`config.mk`:
```
export PLATFORM = sky130hd
export DESIGN_NAME = priority_led_blink_controller_core
export DESIGN_NICKNAME = d
export VERILOG_FILES = /design/src/hw/rtl/plbc_pkg.sv /design/src/hw/rtl/priority_led_blink_controller_core.sv /design/src/hw/rtl/plbc_slot_ram.sv /design/src/hw/rtl/plbc_norm.sv /design/src/hw/rtl/plbc_judge.sv
export SDC_FILE = /design/constraint.sdc
export NUM_CORES = 1
export LEC_CHECK = 0
export ABC_AREA = 1
export BUFFER_PORTS_ARGS = -buffer_cell sky130_fd_sc_hd__buf_4
export CELL_PAD_IN_SITES_DETAIL_PLACEMENT = 1
export CELL_PAD_IN_SITES_GLOBAL_PLACEMENT = 1
export CORE_ASPECT_RATIO = 1.75
export CORE_MARGIN = 2
export CORE_UTILIZATION = 46
export CTS_BUF_LIST = sky130_fd_sc_hd__clkbuf_4
export DETAILED_ROUTE_END_ITERATION = 8
export GPL_TIMING_DRIVEN = 0
export MAX_ROUTING_LAYER = met4
export PLACE_DENSITY_LB_ADDON = 0.12
export SLEW_MARGIN = 20
export SYNTH_ARGS = -nofsm -noshare
export SYNTH_HDL_FRONTEND = slang
export SYNTH_HIERARCHICAL = 1
export SYNTH_SLANG_ARGS = --single-unit
```
`constraint.sdc`:
```
create_clock -name clk -period 9.5 [get_ports clk]
set_input_delay 0.475 -clock clk [delete_from_list [all_inputs] [get_ports clk]]
set_output_delay 0.475 -clock clk [all_outputs]
set_load 0.005 [all_outputs]
```
`src/hw/rtl/plbc_pkg.sv`:
```
// ----------------------------------------------------------------------------
// plbc_pkg
// shared widths, constants and types of the priority led blink controller
// ----------------------------------------------------------------------------
package plbc_pkg;

    localparam int SLOT_COUNT_DEF = 4;
    localparam int TIME_W         = 16;
    localparam int SPAN_W         = 32;
    localparam int REP_W          = 16;
    localparam int SLOT_PORT_W    = 2;

    // repeat code meaning run forever
    localparam logic [REP_W-1:0] REP_FOREVER = '1;

    // one entry of the slot table
    typedef struct packed {
        logic [SPAN_W-1:0] on_span;
        logic [SPAN_W-1:0] off_span;
        logic [REP_W-1:0]  reps;
    } entry_t;

    // decision taken on the shown slot at the current time
    typedef struct packed {
        logic             expire;
        logic             to_off;
        logic             to_on;
        logic [REP_W-1:0] rep_next;
    } judge_t;

endpackage

```
`src/hw/rtl/priority_led_blink_controller_core.sv`:
```
// ----------------------------------------------------------------------------
// priority_led_blink_controller_core
// priority led blink controller: slot table, phase timer and sequencer
// ----------------------------------------------------------------------------
// An item is taken when start is high while busy is low; its result comes as
// a one-cycle done strobe with led, shown_valid and shown_slot and cannot be
// held off. An item runs from transfer to the next possible transfer through
// the steps latch, apply, pick and judge. When no slot is active after the
// apply step the judge step is skipped; when the shown slot expires the pick
// and judge steps run once more, or only the pick step when no slot is left
// to show. The slot table has one read port with registered read data and
// is read once per pick. done rises in the cycle after the last step, in
// which busy is already low, so the next item may be sent together with the
// strobe.
// ----------------------------------------------------------------------------
module priority_led_blink_controller_core #(
    parameter int SLOT_COUNT = plbc_pkg::SLOT_COUNT_DEF
) (
    input  logic                               clk,
    input  logic                               rst_n,
    input  logic                               start,
    output logic                               busy,
    output logic                               done,
    input  logic                               cmd,
    input  logic [plbc_pkg::SLOT_PORT_W-1:0]   slot,
    input  logic [plbc_pkg::TIME_W-1:0]        on_time,
    input  logic [plbc_pkg::TIME_W-1:0]        off_time,
    input  logic signed [plbc_pkg::REP_W-1:0]  repeat_count,
    output logic                               led,
    output logic                               shown_valid,
    output logic [plbc_pkg::SLOT_PORT_W-1:0]   shown_slot
);

    localparam int SLOT_W = (SLOT_COUNT > 1) ? $clog2(SLOT_COUNT) : 1;
    localparam int PW     = plbc_pkg::SLOT_PORT_W;

    // sequencer codes
    localparam logic [1:0] ST_IDLE  = 2'd0;
    localparam logic [1:0] ST_APPLY = 2'd1;
    localparam logic [1:0] ST_PICK  = 2'd2;
    localparam logic [1:0] ST_JUDGE = 2'd3;

    logic [1:0] state_reg, state_next;

    // latched item
    logic                        cmd_reg,  cmd_next;
    logic [PW-1:0]               slot_reg, slot_next;
    logic [plbc_pkg::TIME_W-1:0] on_reg,   on_next;
    logic [plbc_pkg::TIME_W-1:0] off_reg,  off_next;
    logic [plbc_pkg::REP_W-1:0]  rep_reg,  rep_next;

    // display state
    logic [SLOT_COUNT-1:0]       active_reg,  active_next;
    logic [SLOT_W-1:0]           shown_reg,   shown_next;
    logic                        showing_reg, showing_next;
    logic                        phase_on_reg, phase_on_next;
    logic [plbc_pkg::SPAN_W-1:0] elapsed_reg, elapsed_next;
    // shown slot was just chosen, so the judgment only sets the phase
    logic                        fresh_reg,   fresh_next;

    // result registers
    logic          done_reg,  done_next;
    logic          led_reg,   led_next;
    logic          valid_reg, valid_next;
    logic [PW-1:0] sslot_reg, sslot_next;

    // slot table port
    logic              mem_we;
    logic [SLOT_W-1:0] mem_waddr;
    plbc_pkg::entry_t  mem_wdata;
    plbc_pkg::entry_t  mem_rdata;

    plbc_pkg::entry_t norm_entry;
    logic             norm_active;
    plbc_pkg::judge_t jd;

    logic              any_active;
    logic [SLOT_W-1:0] hi_idx;
    logic [SLOT_W-1:0] slot_idx;
    logic              slot_in_range;
    logic              emit;

    plbc_norm u_norm (
        .on_time      (on_reg),
        .off_time     (off_reg),
        .repeat_count (rep_reg),
        .entry        (norm_entry),
        .active       (norm_active)
    );

    plbc_slot_ram #(
        .DEPTH (SLOT_COUNT),
        .AW    (SLOT_W)
    ) u_ram (
        .clk   (clk),
        .we    (mem_we),
        .waddr (mem_waddr),
        .wdata (mem_wdata),
        .raddr (hi_idx),
        .rdata (mem_rdata)
    );

    plbc_judge u_judge (
        .entry    (mem_rdata),
        .phase_on (phase_on_reg),
        .elapsed  (elapsed_reg),
        .decision (jd)
    );

    // highest active slot wins
    always_comb
    begin
        any_active = 1'b0;
        hi_idx     = '0;
        for (int i = 0; i < SLOT_COUNT; i++)
        begin
            if (active_reg[i])
            begin
                any_active = 1'b1;
                hi_idx     = SLOT_W'(i);
            end
        end
    end

    assign slot_idx      = SLOT_W'(slot_reg);
    // sets to slots beyond the table are dropped
    assign slot_in_range = (int'(slot_reg) < SLOT_COUNT);

    always_comb
    begin
        state_next    = state_reg;
        cmd_next      = cmd_reg;
        slot_next     = slot_reg;
        on_next       = on_reg;
        off_next      = off_reg;
        rep_next      = rep_reg;
        active_next   = active_reg;
        shown_next    = shown_reg;
        showing_next  = showing_reg;
        phase_on_next = phase_on_reg;
        elapsed_next  = elapsed_reg;
        fresh_next    = fresh_reg;
        mem_we        = 1'b0;
        mem_waddr     = slot_idx;
        mem_wdata     = norm_entry;
        emit          = 1'b0;

        unique case (state_reg)
            ST_IDLE:
            begin
                if (start)
                begin
                    cmd_next   = cmd;
                    slot_next  = slot;
                    on_next    = on_time;
                    off_next   = off_time;
                    rep_next   = repeat_count;
                    state_next = ST_APPLY;
                end
            end
            ST_APPLY:
            begin
                if (cmd_reg)
                begin
                    if (slot_in_range)
                    begin
                        mem_we                = 1'b1;
                        active_next[slot_idx] = norm_active;
                        // a set at or above the shown slot forces a new choice
                        if (!showing_reg || slot_idx >= shown_reg)
                        begin
                            showing_next = 1'b0;
                        end
                    end
                end
                else if (showing_reg && elapsed_reg != '1)
                begin
                    // one millisecond tick, saturating
                    elapsed_next = elapsed_reg + plbc_pkg::SPAN_W'(1);
                end
                state_next = ST_PICK;
            end
            ST_PICK:
            begin
                // table read of hi_idx is issued in this cycle
                if (!any_active)
                begin
                    showing_next  = 1'b0;
                    phase_on_next = 1'b0;
                    emit          = 1'b1;
                end
                else
                begin
                    if (!showing_reg || shown_reg != hi_idx)
                    begin
                        shown_next   = hi_idx;
                        showing_next = 1'b1;
                        elapsed_next = '0;
                        fresh_next   = 1'b1;
                    end
                    else
                    begin
                        fresh_next = 1'b0;
                    end
                    state_next = ST_JUDGE;
                end
            end
            ST_JUDGE:
            begin
                if (fresh_reg)
                begin
                    phase_on_next = (mem_rdata.on_span != '0);
                    emit          = 1'b1;
                end
                else if (jd.expire)
                begin
                    // slot used up: drop it and choose again
                    active_next[shown_reg] = 1'b0;
                    showing_next           = 1'b0;
                    state_next             = ST_PICK;
                end
                else if (jd.to_off)
                begin
                    phase_on_next = 1'b0;
                    elapsed_next  = '0;
                    emit          = 1'b1;
                end
                else if (jd.to_on)
                begin
                    // write back the counted-down repeat
                    mem_we         = 1'b1;
                    mem_waddr      = shown_reg;
                    mem_wdata      = mem_rdata;
                    mem_wdata.reps = jd.rep_next;
                    phase_on_next  = 1'b1;
                    elapsed_next   = '0;
                    emit           = 1'b1;
                end
                else
                begin
                    emit = 1'b1;
                end
            end
            default:
            begin
                state_next = ST_IDLE;
            end
        endcase

        if (emit)
        begin
            state_next = ST_IDLE;
        end
    end

    // result of the item: done is high for one cycle, the shown values hold to the next result
    always_comb
    begin
        done_next  = emit;
        led_next   = led_reg;
        valid_next = valid_reg;
        sslot_next = sslot_reg;
        if (emit)
        begin
            led_next   = showing_next && phase_on_next;
            valid_next = showing_next;
            sslot_next = showing_next ? PW'(shown_next) : '0;
        end
    end

    always_ff @(posedge clk or negedge rst_n)
    begin
        if (!rst_n)
        begin
            state_reg    <= ST_IDLE;
            active_reg   <= '0;
            shown_reg    <= '0;
            showing_reg  <= 1'b0;
            phase_on_reg <= 1'b0;
            elapsed_reg  <= '0;
            fresh_reg    <= 1'b0;
            done_reg     <= 1'b0;
            led_reg      <= 1'b0;
            valid_reg    <= 1'b0;
            sslot_reg    <= '0;
        end
        else
        begin
            state_reg    <= state_next;
            active_reg   <= active_next;
            shown_reg    <= shown_next;
            showing_reg  <= showing_next;
            phase_on_reg <= phase_on_next;
            elapsed_reg  <= elapsed_next;
            fresh_reg    <= fresh_next;
            done_reg     <= done_next;
            led_reg      <= led_next;
            valid_reg    <= valid_next;
            sslot_reg    <= sslot_next;
        end
    end

    // item payload needs no reset
    always_ff @(posedge clk)
    begin
        cmd_reg  <= cmd_next;
        slot_reg <= slot_next;
        on_reg   <= on_next;
        off_reg  <= off_next;
        rep_reg  <= rep_next;
    end

    assign busy        = (state_reg != ST_IDLE);
    assign done        = done_reg;
    assign led         = led_reg;
    assign shown_valid = valid_reg;
    assign shown_slot  = sslot_reg;

endmodule

```
`src/hw/rtl/plbc_slot_ram.sv`:
```
// ----------------------------------------------------------------------------
// plbc_slot_ram
// slot table: one write port, one read port, registered read data
// ----------------------------------------------------------------------------
module plbc_slot_ram #(
    parameter int DEPTH = plbc_pkg::SLOT_COUNT_DEF,
    parameter int AW    = (DEPTH > 1) ? $clog2(DEPTH) : 1
) (
    input  logic             clk,
    input  logic             we,
    input  logic [AW-1:0]    waddr,
    input  plbc_pkg::entry_t wdata,
    input  logic [AW-1:0]    raddr,
    output plbc_pkg::entry_t rdata
);

    plbc_pkg::entry_t mem [DEPTH];
    plbc_pkg::entry_t rdata_reg;

    always_ff @(posedge clk)
    begin
        if (we)
        begin
            mem[waddr] <= wdata;
        end
    end

    always_ff @(posedge clk)
    begin
        rdata_reg <= mem[raddr];
    end

    assign rdata = rdata_reg;

endmodule

```
`src/hw/rtl/plbc_norm.sv`:
```
// ----------------------------------------------------------------------------
// plbc_norm
// pattern normalizer: static patterns get time times repeat, repeat of one
// ----------------------------------------------------------------------------
module plbc_norm (
    input  logic [plbc_pkg::TIME_W-1:0] on_time,
    input  logic [plbc_pkg::TIME_W-1:0] off_time,
    input  logic [plbc_pkg::REP_W-1:0]  repeat_count,
    output plbc_pkg::entry_t            entry,
    output logic                        active
);

    logic                        rep_pos;
    logic                        on_zero;
    logic                        off_zero;
    logic [plbc_pkg::TIME_W-1:0] base;
    logic [plbc_pkg::SPAN_W-1:0] prod;

    assign rep_pos  = !repeat_count[plbc_pkg::REP_W-1] && (repeat_count != '0);
    assign on_zero  = (on_time == '0);
    assign off_zero = (off_time == '0);
    assign base     = off_zero ? on_time : off_time;
    // positive repeat fits in 15 bits, so the product never wraps
    assign prod     = {{(plbc_pkg::SPAN_W-plbc_pkg::TIME_W){1'b0}}, base}
                    * {{(plbc_pkg::SPAN_W-plbc_pkg::REP_W+1){1'b0}},
                       repeat_count[plbc_pkg::REP_W-2:0]};

    always_comb
    begin
        entry.on_span  = plbc_pkg::SPAN_W'(on_time);
        entry.off_span = plbc_pkg::SPAN_W'(off_time);
        entry.reps     = repeat_count;
        if (rep_pos && !on_zero && off_zero)
        begin
            entry.on_span = prod;
            entry.reps    = plbc_pkg::REP_W'(1);
        end
        else if (rep_pos && on_zero && !off_zero)
        begin
            entry.off_span = prod;
            entry.reps     = plbc_pkg::REP_W'(1);
        end
    end

    assign active = (repeat_count != '0) && !(on_zero && off_zero);

endmodule

```
`src/hw/rtl/plbc_judge.sv`:
```
// ----------------------------------------------------------------------------
// plbc_judge
// phase judgment of the shown slot: phase change, repeat countdown, expiry
// ----------------------------------------------------------------------------
module plbc_judge (
    input  plbc_pkg::entry_t            entry,
    input  logic                        phase_on,
    input  logic [plbc_pkg::SPAN_W-1:0] elapsed,
    output plbc_pkg::judge_t            decision
);

    logic                        is_static;
    logic [plbc_pkg::SPAN_W-1:0] dur;
    logic                        rep_pos;
    logic [plbc_pkg::REP_W-1:0]  rep_dec;

    assign is_static = (entry.on_span == '0) || (entry.off_span == '0);
    assign dur       = (entry.off_span == '0) ? entry.on_span : entry.off_span;
    assign rep_pos   = !entry.reps[plbc_pkg::REP_W-1] && (entry.reps != '0);
    // negative repeats never count down
    assign rep_dec   = rep_pos ? entry.reps - plbc_pkg::REP_W'(1) : entry.reps;

    always_comb
    begin
        decision          = '0;
        decision.rep_next = rep_dec;
        if (is_static)
        begin
            decision.expire = (entry.reps != plbc_pkg::REP_FOREVER) && (elapsed >= dur);
        end
        else if (phase_on)
        begin
            decision.to_off = (elapsed >= entry.on_span);
        end
        else if (elapsed >= entry.off_span)
        begin
            decision.expire = (rep_dec == '0);
            decision.to_on  = (rep_dec != '0);
        end
    end

endmodule

```
* After elaboration in Yosys (flattened, before gate mapping)
Memories as Yosys holds them, arrays and structs flattened. A register that Yosys moved wholly into a read port is not among the register bits.
Index checks and enable logic that the tools add are counted.
** Operators by class
- Shifts and indexed selects :: 0
- $add $sub $neg :: 2
- Mux-type cells :: 85
- Equal/unequal tests :: 19
- Bitwise gates (word level) :: 2
- Divide/modulo/power cells :: 0
- Multipliers :: 1
- $lt $le $gt $ge :: 8
- Reduce and logical (&&, ||, !) cells :: 40
** Operators by type and width (number)
- two-way mux 80 bit :: 5
- two-way mux 32 bit :: 9
- greater-or-equal comparator 32 bit :: 3
- one-hot mux 32 bit (3 select lines) :: 1
- zero test 32 bit :: 2
- two-way mux 31 bit :: 2
- zero test 16 bit :: 3
- two-way mux 16 bit :: 3
- nonzero test 16 bit :: 3
- two-way mux 47 bit :: 1
- two-way mux 1 bit :: 35
- two-way mux 2 bit :: 17
- adder 32 x 1 -> 32 bit (second input constant) :: 1
- inequality test 32 bit (second input constant) :: 1
- nonzero test 32 bit :: 1
- multiplier 16 x 15 -> 31 bit :: 1
- inequality test 16 bit (second input constant) :: 1
- inequality test 2 bit (second input constant) :: 8
- subtractor 16 x 1 -> 16 bit (second input constant) :: 1
- inequality test 3 bit (second input constant) :: 5
- logical AND 1 bit :: 13
- two-way mux 4 bit :: 3
- one-hot mux 2 bit (4 select lines) :: 1
- one-hot mux 4 bit (2 select lines) :: 1
- 20 further kinds :: 36
** Word-level totals
- Logic and storage cells :: 174
- RAM bits :: 320
- Memories kept :: 1
- Bits in latches :: 0
- Register bits :: 99
- Output and inout port bits :: 6
- Bits in read-only memories :: 0
- Input bits :: 54
** Memory list
- u_ram.mem :: depth 4, width 80, rd ports 1, clocked after memory_dff 1, wr ports 1, line plbc_slot_ram.sv:17 : plbc_pkg::entry_t mem [DEPTH];

* Longest topological paths before layout
- Depth in word-level cells :: 14
- Mapped depth :: 35

* Hierarchy
The synthesis kept the hierarchy.
** By module, submodules not included
- plbc_slot_ram :: instances 1, area each 16170.5 µm², cells an instance 1341
- plbc_norm :: instances 1, area each 9380.2 µm², cells an instance 1379
- priority_led_blink_controller_core :: instances 1, area each 6269.8 µm², cells an instance 727
- plbc_judge :: instances 1, area each 3519.6 µm², cells an instance 600

* Least setup slack after synthesis
No wires, ideal clock.
- Path kind :: register to register
- Start :: register, netlist name u_ram/rdata[29]
- End :: memory u_ram/mem[1][0] in the netlist's numbering, enable pin
- Library setup time :: 617 ps
- Stages on the path, launching flop included :: 26
- Slack :: 159 ps
- Required time :: 8883 ps
- Period minus slack after synthesis :: 9341 ps
- Arrival :: 8724 ps
- Buffers on the path :: 4
- Cells stage by stage :: dfxtp_1 -> nor4_1 -> nand2_1 -> nor2_1 -> nand2_1 -> buf_2 -> inv_1 -> buf_2 -> a21oi_1 -> ha_1 -> a21o_1 -> o21ai_0 -> nand3_1 -> nand2_1 -> nand2_1 -> nand2_1 -> nand4_1 -> nand2_1 -> nand2_1 -> nor2_2 -> nand4_1 -> buf_4 -> clkbuf_1 -> o21ai_0 -> inv_1 -> nor3_1
** RTL lines (line)
- end: declaration :: plbc_slot_ram.sv:17

==> results.toml <==
[status]
status = "finished clean"

[drt]
wl_per_cell_um = 22.28
drt_pass1_iterations = 5
viasPerCell = 5.184
wirelength_mm = 121.6
final_antenna_net_count = 0
drc = 0
drt_iter0_drc = 1261
vias = 28290

[worst_setup_path]
end_kind = "register"
crit_fanout = 10
worstSetupStartpointType = "register"
path_buf_inv = 8
crit_type = "reg2reg"
critPathSlowestCell = "nor2_2"
slowest_delay_ps = 620
cp.arrival_ps = 9170
crit_cells = 31
ff2ff_path_depth = 31
crit_top_cell = "inv_1"
cp_top_family = "adder cells"
rrSetupSlack_ps = 1120
crit_required_ps = 10290

[synthesis]
syn_area_sq_um = 35340
yosysSeqAreaShare_pct = 39.45
avgSynthCellArea_sq_um = 8.732
synth_enable_flop_cells = 371
async_flop_share_pct = 9.619
synthDistinctLibCells = 57
ys.warnings.count = 6
synth_ff_type = "edfxtp_1"
syn_inst = 4047
synth_seq_cells = 499

[floorplan]
design.core.area_sq_um = 76120
fp-row-count = 134
ioPinCount = 60
die-area_sq_um = 79150
initial_core_util_pct = 46.43
fp.dieH_um = 370.7
die_w_um = 213.5

[place]
place_area_sq_um = 37540
dpl.cell_count = 5176
gp_congestion = 0.9798
dp_slack_ps = 1304
hpwl_mm = 97.78
port_buffers = 59

[clocking]
cts_tree = "yes"
cts_resized = 0
worst_skew_pair.late_latency_ps = 1050
numClockSinks = 499
ctsHtreeMaxLevel = 3
root_buffer = "clkbuf_4"
clk_pin_slew_ps = 70
ctsLongestPathBuffers = 3
cts-buffers-inserted = 118

[grt]
grt_pass1_vias = 31040
antenna_found_initial = 3
grt-ovfl-total = 0
grt_use_total_pct = 32.62
grt_start_max_net_pins = 29
grt_first_pass_wirelength_mm = 181.6

[timing]
tightestPinTransition_ps = 1177
finalHoldViolCount = 0
post-route-period-util_pct = 88.19
maxSlewHeadroom_pct = 20.83
final.min_clock_period_ps = 8378
setup_viol = 0
fin_worst_skew_ps = 94.13
max_freq_mhz = 119.4
setup_slack_ps = 1122
rsz0062_at_grt = "false"
drv_slew = 0

[worst_hold_path]
hold_depth = 2
hold_path_class = "in2reg"

[final_layout]
nets = 4761
fin_cells = 5458
finalInstanceArea_sq_um = 39650
drive_gt1_share_pct = 15.92
post-route-util_pct = 52.09
syn_to_final_growth_pct = 12.20
largest_reg_flops = 320

[run]
maxCapViolations = 0
## stage by stage
stage / TNS (ps) / hold slack [ps]
2_1_floorplan: 0 / 179.4
3_3_place_gp: -2511810 / 463.9
3_5_place_dp: 0 / 459.4
4_1_cts: 0 / 28.30
5_1_grt: 0 / 82.67
6_report: 0 / 154.3
## cells in the mapped netlist (all sizes together), types with 3 or more instances
| library cell | number | area [sq um] |
|---|---|---|
| nand2 | 1127 | 4962 |
| inv | 846 | 3183 |
| nor2 | 415 | 1655 |
| edfxtp | 371 | 11140 |
| nand3 | 261 | 1722 |
| ha | 196 | 2452 |
| fa | 180 | 3603 |
| a21oi | 96 | 488.0 |
| o21ai | 87 | 465.5 |
| buf | 85 | 721.9 |
| dfxtp | 80 | 1602 |
| mux2 | 64 | 945.9 |
| dfrtp | 48 | 1201 |
| nand4 | 38 | 237.7 |
| nor3 | 31 | 160.1 |
| clkbuf | 29 | 108.9 |
| xor2 | 18 | 157.7 |
| nor4 | 13 | 81.33 |
| xnor2 | 12 | 105.1 |
| nand3b | 11 | 86.33 |
| o21a | 6 | 45.04 |
| o22ai | 5 | 31.28 |
| or2 | 5 | 31.28 |
| o21bai | 4 | 30.03 |
| a31oi | 3 | 18.77 |
| and2 | 3 | 18.77 |
| clkinv | 3 | 12.51 |
| o211ai | 3 | 22.52 |
## layer usage
layer	vias to the layer above	track usage (%)	share of wire [%]
met2	668	59.92	54
li1	13220	-	-
met4	0	25.64	9.3
met3	446	4.834	3.4
met5	-	-	0
met1	13970	29.49	33
## cells in the final DEF, fill, tap and decap left out, types with 6 or more instances in the layout
cell type,synthesis,routed
edfxtp_1,371,371
nand3b_1,10,10
nand2_4,85,85
nand2_2,31,31
nand3_1,178,178
o21a_1,6,6
dfrtp_1,48,48
dfxtp_1,80,80
clkbuf_4,0,159
inv_1,815,815
nor2_2,11,11
a21oi_1,94,94
inv_2,29,29
nand4_1,38,38
buf_6,17,32
o21ai_1,10,10
xor2_1,18,18
buf_2,47,47
nor2_1,397,396
nor3_1,30,26
nand2_1,1010,1010
nor2_4,5,6
nor4_1,13,13
o21ai_0,73,73
dlygate4sd3_1,0,54
fa_1,180,180
buf_4,10,101
ha_1,196,196
clkbuf_1,29,29
xnor2_1,12,12
clkinv_2,1,16
mux2_4,60,60
buf_12,11,14
nand3_2,83,83
clkinv_1,2,42
## layout make-up
cell class	count	area, sq um
clock buffer	159	1194
antenna	4	10.01
timing repair buffer	163	1453
buffer	114	830.8
fill	9173	36470
sequential	499	13940
inverter	849	3196
tap	1020	1276
multi-input combinational	2586	17400
clock inverter	64	347.8
## path summary, 6_finish.rpt
check / start / endpoint
worst max-delay path: off_reg[4] / u_ram/mem[1][44]
worst min-delay path: cmd / cmd_reg
worst max register to register: off_reg[4] / u_ram/mem[1][44]
worst min register to register: shown_valid / shown_valid
max in group asynchronous: rst_n / active_reg[3]
min in group asynchronous: rst_n / fresh_reg
## kinds of logic after synthesis
| logic type | Yosys count | synth area share (%) |
|---|---|---|
| AND/OR/NAND/NOR | 1905 | 25.36 |
| buffers and inverters | 963 | 11.39 |
| flip-flops | 499 | 39.45 |
| adder cells (fa/ha/maj) | 376 | 17.14 |
| AO/OA/AOI/OAI | 209 | 3.225 |
| multiplexers | 64 | 2.677 |
| XOR/XNOR | 30 | 0.7435 |
| other | 1 | 0.01061 |
## timing repair
item / in CTS / in global routing
buffers inserted: 0 / 0
endpoints found under the hold margin: 106 / 0
hold buffers: 55 / 0
Power is left out: the tool's default activity adds up to more than one toggle a clock period on the data nets, which glitch-free logic cannot reach.
